`src/rtl/loudspeaker_motion_step_assert.svh`:
```
// ----------------------------------------------------------------------------
// Assertion macros for the loudspeaker motion step block
// Implication and next-cycle forms, empty when built for synthesis.
// ----------------------------------------------------------------------------
`ifndef LOUDSPEAKER_MOTION_STEP_ASSERT_SVH
`define LOUDSPEAKER_MOTION_STEP_ASSERT_SVH
`ifndef SYNTHESIS
`define LMS_ASSERT_IMP(name, clk, rst, ante, cons) \
   name: assert property (@(posedge clk) disable iff (rst) (ante) |-> (cons)) \
      else $error("assertion failed");
`define LMS_ASSERT_NXT(name, clk, rst, ante, cons) \
   name: assert property (@(posedge clk) disable iff (rst) (ante) |=> (cons)) \
      else $error("assertion failed");
`else
`define LMS_ASSERT_IMP(name, clk, rst, ante, cons)
`define LMS_ASSERT_NXT(name, clk, rst, ante, cons)
`endif
`endif

```
`src/rtl/lms_pkg.sv`:
```
// ----------------------------------------------------------------------------
// lms_pkg
// Types, constants and saturation helper for the loudspeaker motion step.
// ----------------------------------------------------------------------------
`default_nettype none

package lms_pkg;

   localparam int FRAC_BITS  = 16;
   localparam int Q_W        = 32;
   localparam int CFG_W      = 31;
   localparam int CSR_ADDR_W = 5;
   localparam int CSR_DATA_W = 32;

   localparam logic signed [Q_W-1:0] Q_MAX = {1'b0, {(Q_W-1){1'b1}}};
   localparam logic signed [Q_W-1:0] Q_MIN = {1'b1, {(Q_W-1){1'b0}}};

   typedef enum logic [1:0] {
      STATUS_UPDATED,
      STATUS_SKIPPED,
      STATUS_PARAM_ERROR
   } status_type;

   typedef enum logic {
      ALU_MUL,
      ALU_DIV
   } alu_op_type;

   typedef struct packed {
      logic       start;
      alu_op_type op;
   } alu_ctrl_type;

   typedef struct packed {
      logic done;
   } alu_stat_type;

   typedef struct packed {
      logic signed [Q_W-1:0] drive_voltage;
      logic signed [Q_W-1:0] pressure_left;
      logic signed [Q_W-1:0] pressure_right;
      logic [CFG_W-1:0]      air_mass;
   } req_type;

   typedef struct packed {
      status_type            step_status;
      logic signed [Q_W-1:0] coil_current;
      logic signed [Q_W-1:0] diaphragm_velocity;
      logic signed [Q_W-1:0] diaphragm_position;
   } rsp_type;

   function automatic logic signed [Q_W-1:0] sat32(input logic signed [2*Q_W-1:0] v);
      priority if (v > (2*Q_W)'(Q_MAX)) begin
         return Q_MAX;
      end else if (v < (2*Q_W)'(Q_MIN)) begin
         return Q_MIN;
      end else begin
         return v[Q_W-1:0];
      end
   endfunction

endpackage

`default_nettype wire

```
`src/rtl/lms_alu.sv`:
```
// ----------------------------------------------------------------------------
// lms_alu
// Shared fixed-point unit: saturating multiply, and divide two bits a cycle.
// ----------------------------------------------------------------------------
`default_nettype none

module lms_alu (
   input  wire                               clock,
   input  wire                               reset,
   input  wire lms_pkg::alu_ctrl_type        ctrl,
   input  wire logic signed [lms_pkg::Q_W-1:0] opa,
   input  wire logic signed [lms_pkg::Q_W-1:0] opb,
   output lms_pkg::alu_stat_type             stat,
   output logic signed [lms_pkg::Q_W-1:0]    result
);
   import lms_pkg::*;

   localparam int DVD_W      = Q_W + FRAC_BITS;
   localparam int STEP_BITS  = 2;
   localparam int DIV_CYCLES = Q_W / STEP_BITS;
   localparam int CNT_W      = $clog2(DIV_CYCLES);
   localparam logic [CNT_W-1:0] CNT_LAST = CNT_W'(DIV_CYCLES - 1);

   typedef enum logic [1:0] {
      A_IDLE,
      A_MUL,
      A_DIV,
      A_FIN
   } alu_state_type;

   alu_state_type             state_ff;
   logic signed [2*Q_W-1:0]   prod_ff;
   logic [Q_W-1:0]            rem_ff;
   logic [Q_W-1:0]            quo_ff;
   logic [Q_W-2:0]            dsr_ff;
   logic                      neg_ff;
   logic                      ovf_ff;
   logic [CNT_W-1:0]          cnt_ff;
   logic signed [Q_W-1:0]     res_ff;
   logic                      done_ff;

   logic signed [2*Q_W-1:0]   prod_in;
   logic [Q_W-1:0]            mag_a;
   logic [DVD_W-1:0]          dvd;
   logic [FRAC_BITS-1:0]      dvd_hi;
   logic                      ovf_start;
   logic [2*Q_W-1:0]          step1;
   logic [2*Q_W-1:0]          step2;
   logic [Q_W-1:0]            mag_q;
   logic signed [2*Q_W-1:0]   quo_signed;

   function automatic logic [2*Q_W-1:0] div_step(input logic [Q_W-1:0] rem,
                                                 input logic [Q_W-1:0] quo,
                                                 input logic [Q_W-2:0] dsr);
      logic [Q_W:0] trial;
      logic [Q_W:0] dext;
      logic         take;
      trial = {rem, quo[Q_W-1]};
      dext  = {2'b00, dsr};
      take  = (trial >= dext);
      if (take) begin
         trial = trial - dext;
      end
      return {trial[Q_W-1:0], quo[Q_W-2:0], take};
   endfunction

   assign prod_in   = (2*Q_W)'(opa) * (2*Q_W)'(opb);
   assign mag_a     = opa[Q_W-1] ? (~opa + 1'b1) : opa;
   assign dvd       = {mag_a, {FRAC_BITS{1'b0}}};
   assign dvd_hi    = dvd[DVD_W-1:Q_W];
   assign ovf_start = (Q_W'(dvd_hi) >= {1'b0, opb[Q_W-2:0]});
   assign step1     = div_step(rem_ff, quo_ff, dsr_ff);
   assign step2     = div_step(step1[2*Q_W-1:Q_W], step1[Q_W-1:0], dsr_ff);
   assign mag_q     = ovf_ff ? {Q_W{1'b1}} : quo_ff;
   assign quo_signed = neg_ff ? -(2*Q_W)'(mag_q) : (2*Q_W)'(mag_q);

   always_ff @(posedge clock) begin
      if (reset) begin
         state_ff <= A_IDLE;
         done_ff  <= 1'b0;
      end else begin
         done_ff <= (state_ff == A_MUL) || (state_ff == A_FIN);
         unique case (state_ff)
            A_IDLE: begin
               if (ctrl.start) begin
                  unique case (ctrl.op)
                     ALU_MUL: begin
                        prod_ff  <= prod_in;
                        state_ff <= A_MUL;
                     end
                     ALU_DIV: begin
                        neg_ff   <= opa[Q_W-1];
                        dsr_ff   <= opb[Q_W-2:0];
                        ovf_ff   <= ovf_start;
                        rem_ff   <= Q_W'(dvd_hi);
                        quo_ff   <= dvd[Q_W-1:0];
                        cnt_ff   <= '0;
                        state_ff <= ovf_start ? A_FIN : A_DIV;
                     end
                  endcase
               end
            end
            A_MUL: begin
               res_ff   <= sat32(prod_ff >>> FRAC_BITS);
               state_ff <= A_IDLE;
            end
            A_DIV: begin
               rem_ff <= step2[2*Q_W-1:Q_W];
               quo_ff <= step2[Q_W-1:0];
               cnt_ff <= cnt_ff + 1'b1;
               if (cnt_ff == CNT_LAST) begin
                  state_ff <= A_FIN;
               end
            end
            A_FIN: begin
               res_ff   <= sat32(quo_signed);
               state_ff <= A_IDLE;
            end
         endcase
      end
   end

   assign stat.done = done_ff;
   assign result    = res_ff;

endmodule

`default_nettype wire

```
`config.mk`:
```
export PLATFORM = sky130hd
export DESIGN_NAME = lms_alu
export DESIGN_NICKNAME = d
export VERILOG_FILES = /design/src/rtl/loudspeaker_motion_step_assert.svh /design/src/rtl/lms_pkg.sv /design/src/rtl/lms_alu.sv
export SDC_FILE = /design/constraint.sdc
export NUM_CORES = 2
export LEC_CHECK = 0
export BUFFER_PORTS_ARGS = -buffer_cell sky130_fd_sc_hd__buf_2
export CORE_MARGIN = 10
export CORE_UTILIZATION = 45
export DETAILED_ROUTE_END_ITERATION = 8
export MAX_ROUTING_LAYER = met4
export PLACE_DENSITY = 0.71
export RECOVER_POWER = 100
export SYNTH_ARGS = -nofsm -noshare
export SYNTH_HDL_FRONTEND = slang
export SYNTH_SLANG_ARGS = --single-unit
```
`constraint.sdc`:
```
create_clock -name clock -period 10.1 [get_ports clock]
set_input_delay 1.01 -clock clock [delete_from_list [all_inputs] [get_ports clock]]
set_output_delay 1.01 -clock clock [all_outputs]
set_load 0.02 [all_outputs]
```
==> results.py <==
metrics = {
    "critical_path": {
        "cp_max_fo": 19,
        "critPathRequiredTime_ns": 10.30,
        "critPathArrivalTime_ns": 9.67,
        "crit_type": "in2reg",
        "worstSetupStartpointType": "input pin",
        "critPathCaptureType": "register",
    },
    "clocking": {
        "clockRootBuffer": "clkbuf_16",
        "insertion_delay_ns": 0.46,
        "cts_setup_buffers": 0,
        "cts.reportedPaths.clkPinSlew_ns": 0.07,
        "post_cts_resized": 0,
        "cts_made_buffers": 17,
        "cts_tree": "yes",
        "cts_sinks": 184,
        "cts_hold_buf": 0,
        "clock_path_buffers": 2,
        "cts_max_level": 4,
    },
    "logic_synthesis": {
        "syn_area_per_cell_sq_um": 9.29,
        "synth_cells": 5264,
        "synth_top_flop_cell": "edfxtp_1",
        "synth.yosys.warnings": 0,
        "yosys.cell_types.count": 89,
        "synth_fp_nets": 6677,
        "seq_area_frac_synth_pct": 11.2,
        "synth_seq_cells": 184,
        "synth_edf_count": 181,
        "netlist_area_sq_um": 48900,
        "async_flop_share_pct": 0,
    },
    "cells_and_area": {
        "register_area_sq_um": 5500,
        "post-route-util_pct": 47.6,
        "multi_input_area_sq_um": 37900,
        "drive_above_1_share_pct": 3.90,
        "final_nets": 6603,
        "area_growth_pct": 4.63,
        "fill_cells": 10100,
    },
    "sta": {
        "slew-limit-headroom_pct": -77.6,
        "max_freq_mhz": 106,
        "setup_tns_ns": 0,
        "skew_ns": 0.0129,
        "drv_slew": 405,
        "fin_crit_ns": 9.47,
        "fin_crit_sh_pct": 93.8,
        "hold_ws_ns": 0.597,
        "rsz0062_at_grt": "no",
        "setup_viol": 0,
        "hold_violations": 0,
        "worst_pin_slew_ns": 2.66,
    },
    "status": {
        "status": "finished, violations left",
        "violations": "max-capacitance violations, max-slew violations",
    },
    "floorplanning": {
        "die_height_um": 350,
        "start_util_pct": 45.5,
        "rows": 120,
        "die_area_sq_um": 122000,
        "num_io_pins": 101,
        "design.core.area_sq_um": 108000,
        "die_x_um": 350,
    },
    "grt": {
        "grt-ovfl-total": 0,
        "grt_util_all_layers_pct": 24.9,
        "grt_pass1_wl_mm": 230,
        "grt_max_degree": 53,
        "grt_pass1_vias": 39800,
        "antenna_found_initial": 14,
    },
    "route": {
        "drtIter0Drc": 2909,
        "viasPerCell": 5.53,
        "wl_per_cell_um": 21.8,
        "vias": 36600,
        "ant_nets": 0,
        "drt-total-wl_mm": 144,
        "drt_pass1_iterations": 5,
        "drc_errors": 0,
    },
    "placed_design": {
        "place.gp.congestion": 0.941,
        "io_buffers": 100,
        "hpwl_mm": 116,
    },
    "run": {
        "drv_cap": 12,
    },
    "min_path": {
        "hold_path.class": "reg2reg",
    },
}
-- layer usage --
| metal | up-vias | track usage (%) | wire length (um) |
|---|---|---|---|
| li1 | 15800 | - | - |
| met1 | 18900 | 30.3 | 56000 |
| met2 | 1511 | 40.7 | 69300 |
| met3 | 378 | 4.54 | 11700 |
| met4 | 0 | 10.1 | 7150 |
| met5 | - | - | 0 |
-- per-stage QoR --
| step | cell area, sq um | worst slack (ns) | instances |
|---|---|---|---|
| global route | 51100 | 0.320 | 6609 |
| finish | 51200 | 0.628 | 6614 |
| CTS | 51300 | 1.06 | 6606 |
| detailed placement | 50800 | 0.581 | 6574 |
| global placement | 50800 | 0.699 | 6574 |
| floorplan | 48900 | 0.255 | 5264 |
-- synthesized netlist by cell type (6+ instances only) --
| master | n | area [sq um] |
|---|---|---|
| xnor2_1 | 92 | 806 |
| buf_1 | 14 | 52.6 |
| o211a_1 | 6 | 60.1 |
| nand2b_1 | 28 | 175 |
| a41oi_1 | 6 | 52.6 |
| o21a_1 | 23 | 173 |
| nand4_1 | 23 | 144 |
| nand2_1 | 640 | 2400 |
| nand3_1 | 44 | 220 |
| a211oi_1 | 9 | 67.6 |
| o221a_2 | 6 | 67.6 |
| or3_1 | 20 | 125 |
| edfxtp_1 | 181 | 5440 |
| or2_2 | 8 | 50.1 |
| clkbuf_1 | 256 | 961 |
| nor3_1 | 42 | 210 |
| o41ai_1 | 9 | 78.8 |
| and3_1 | 13 | 81.3 |
| and2_1 | 518 | 3240 |
| o31ai_1 | 15 | 113 |
| xor2_1 | 54 | 473 |
| nor4_1 | 22 | 138 |
| or4_1 | 7 | 52.6 |
| fa_1 | 1083 | 21700 |
| mux2_2 | 15 | 169 |
| o211ai_1 | 9 | 67.6 |
| a31oi_1 | 19 | 119 |
| mux2i_1 | 15 | 150 |
| o22ai_1 | 7 | 43.8 |
| inv_1 | 1162 | 4360 |
| a21o_1 | 56 | 420 |
| a31o_2 | 7 | 61.3 |
| ha_1 | 262 | 3280 |
| nor2b_1 | 23 | 144 |
| o21bai_1 | 16 | 120 |
| a21oi_1 | 167 | 836 |
| o311ai_0 | 9 | 78.8 |
| o21ai_0 | 119 | 596 |
| a211o_1 | 8 | 70.1 |
| nor2_1 | 159 | 597 |
-- flip-flops by register name, indices dropped and copies added (netlist names) --
signal	cells
prod_ff	48
quo_ff	32
rem_ff	32
result	32
dsr_ff	31
cnt_ff	4
state_ff	2
neg_ff	1
ovf_ff	1
stat	1
-- critical path, cell delays in order --
cell and delay (ns):
clkbuf_1 0.83, buf_4 0.42, nand2_1 0.12, fa_1 0.52
inv_1 0.05, fa_1 0.53, inv_1 0.06, fa_1 0.49
fa_1 0.49, inv_1 0.05, fa_1 0.45, ha_1 0.24
fa_1 0.51, inv_1 0.06, fa_1 0.53, inv_1 0.04
ha_1 0.37, a21o_1 0.22, a2111o_1 0.32, a221oi_1 0.33
o31ai_1 0.21, a221o_1 0.45, a221o_1 0.40, a31oi_2 0.34
o221ai_1 0.26, a31oi_1 0.25, xnor2_1 0.09
-- path summary, 6_finish.rpt --
kind                                  end  cells after the start  slack [ns]                     from
setup / recovery    prod_ff[42]$_DFFE_PP_                     27        0.63                   opb[3]
setup reg to reg     rem_ff[10]$_DFFE_PP_                     22        0.75      dsr_ff[1]$_DFFE_PP_
hold reg to reg   cnt_ff[0]$_SDFFCE_PN0P_                      1        0.60  cnt_ff[0]$_SDFFCE_PN0P_
hold / removal    cnt_ff[0]$_SDFFCE_PN0P_                      1        0.60  cnt_ff[0]$_SDFFCE_PN0P_
-- cell type report --
type | instances | share of cell area [%]
Multi-Input combinational cell | 3639 | 74.1
Sequential cell | 184 | 10.7
Inverter | 1164 | 8.54
Tap cell | 1403 | 3.43
Timing Repair Buffer | 184 | 2.05
Clock buffer | 20 | 0.854
Clock inverter | 12 | 0.225
Antenna cell | 8 | 0.0391
-- cells in the final DEF, fill, tap and decap left out, drive strengths merged, types with 8 or more instances in the layout --
cell,Yosys,final
a21o,56,56
inv,1164,1169
edfxtp,181,181
ha,262,262
mux2,16,16
mux2i,15,15
and2,519,519
a21oi,167,167
a211oi,9,9
fa,1083,1083
nand2,641,641
nor3,42,42
o211ai,10,10
a31o,8,8
nand3,44,44
or3,20,20
clkbuf,256,79
nand2b,28,28
o21ai,120,120
nor2,159,159
o41ai,9,9
nor4,23,23
o21a,23,23
nor2b,24,24
buf,21,125
xnor2,92,92
a211o,8,8
o311ai,11,11
nand4,23,23
and3,13,13
o21bai,16,16
o31ai,15,15
diode,0,8
xor2,54,54
or2,8,8
a31oi,21,21
-- kinds of logic (layout without fill, tap and decap cells) --
kind of cell	Yosys count	after routing	synth area share, %
AOI/OAI and AO/OA	550	550	7.42
xor gates and xnor gates	146	146	2.62
adders and majority gates	1345	1345	51.1
buffers and inverters	1441	1380	11.1
DFF	184	184	11.2
muxes	31	31	0.683
other	0	8	0
and+or+nand+nor	1567	1567	15.9
Power is not shown: default switching activity piles up to over one toggle a cycle in this logic, so the estimate is an artifact.
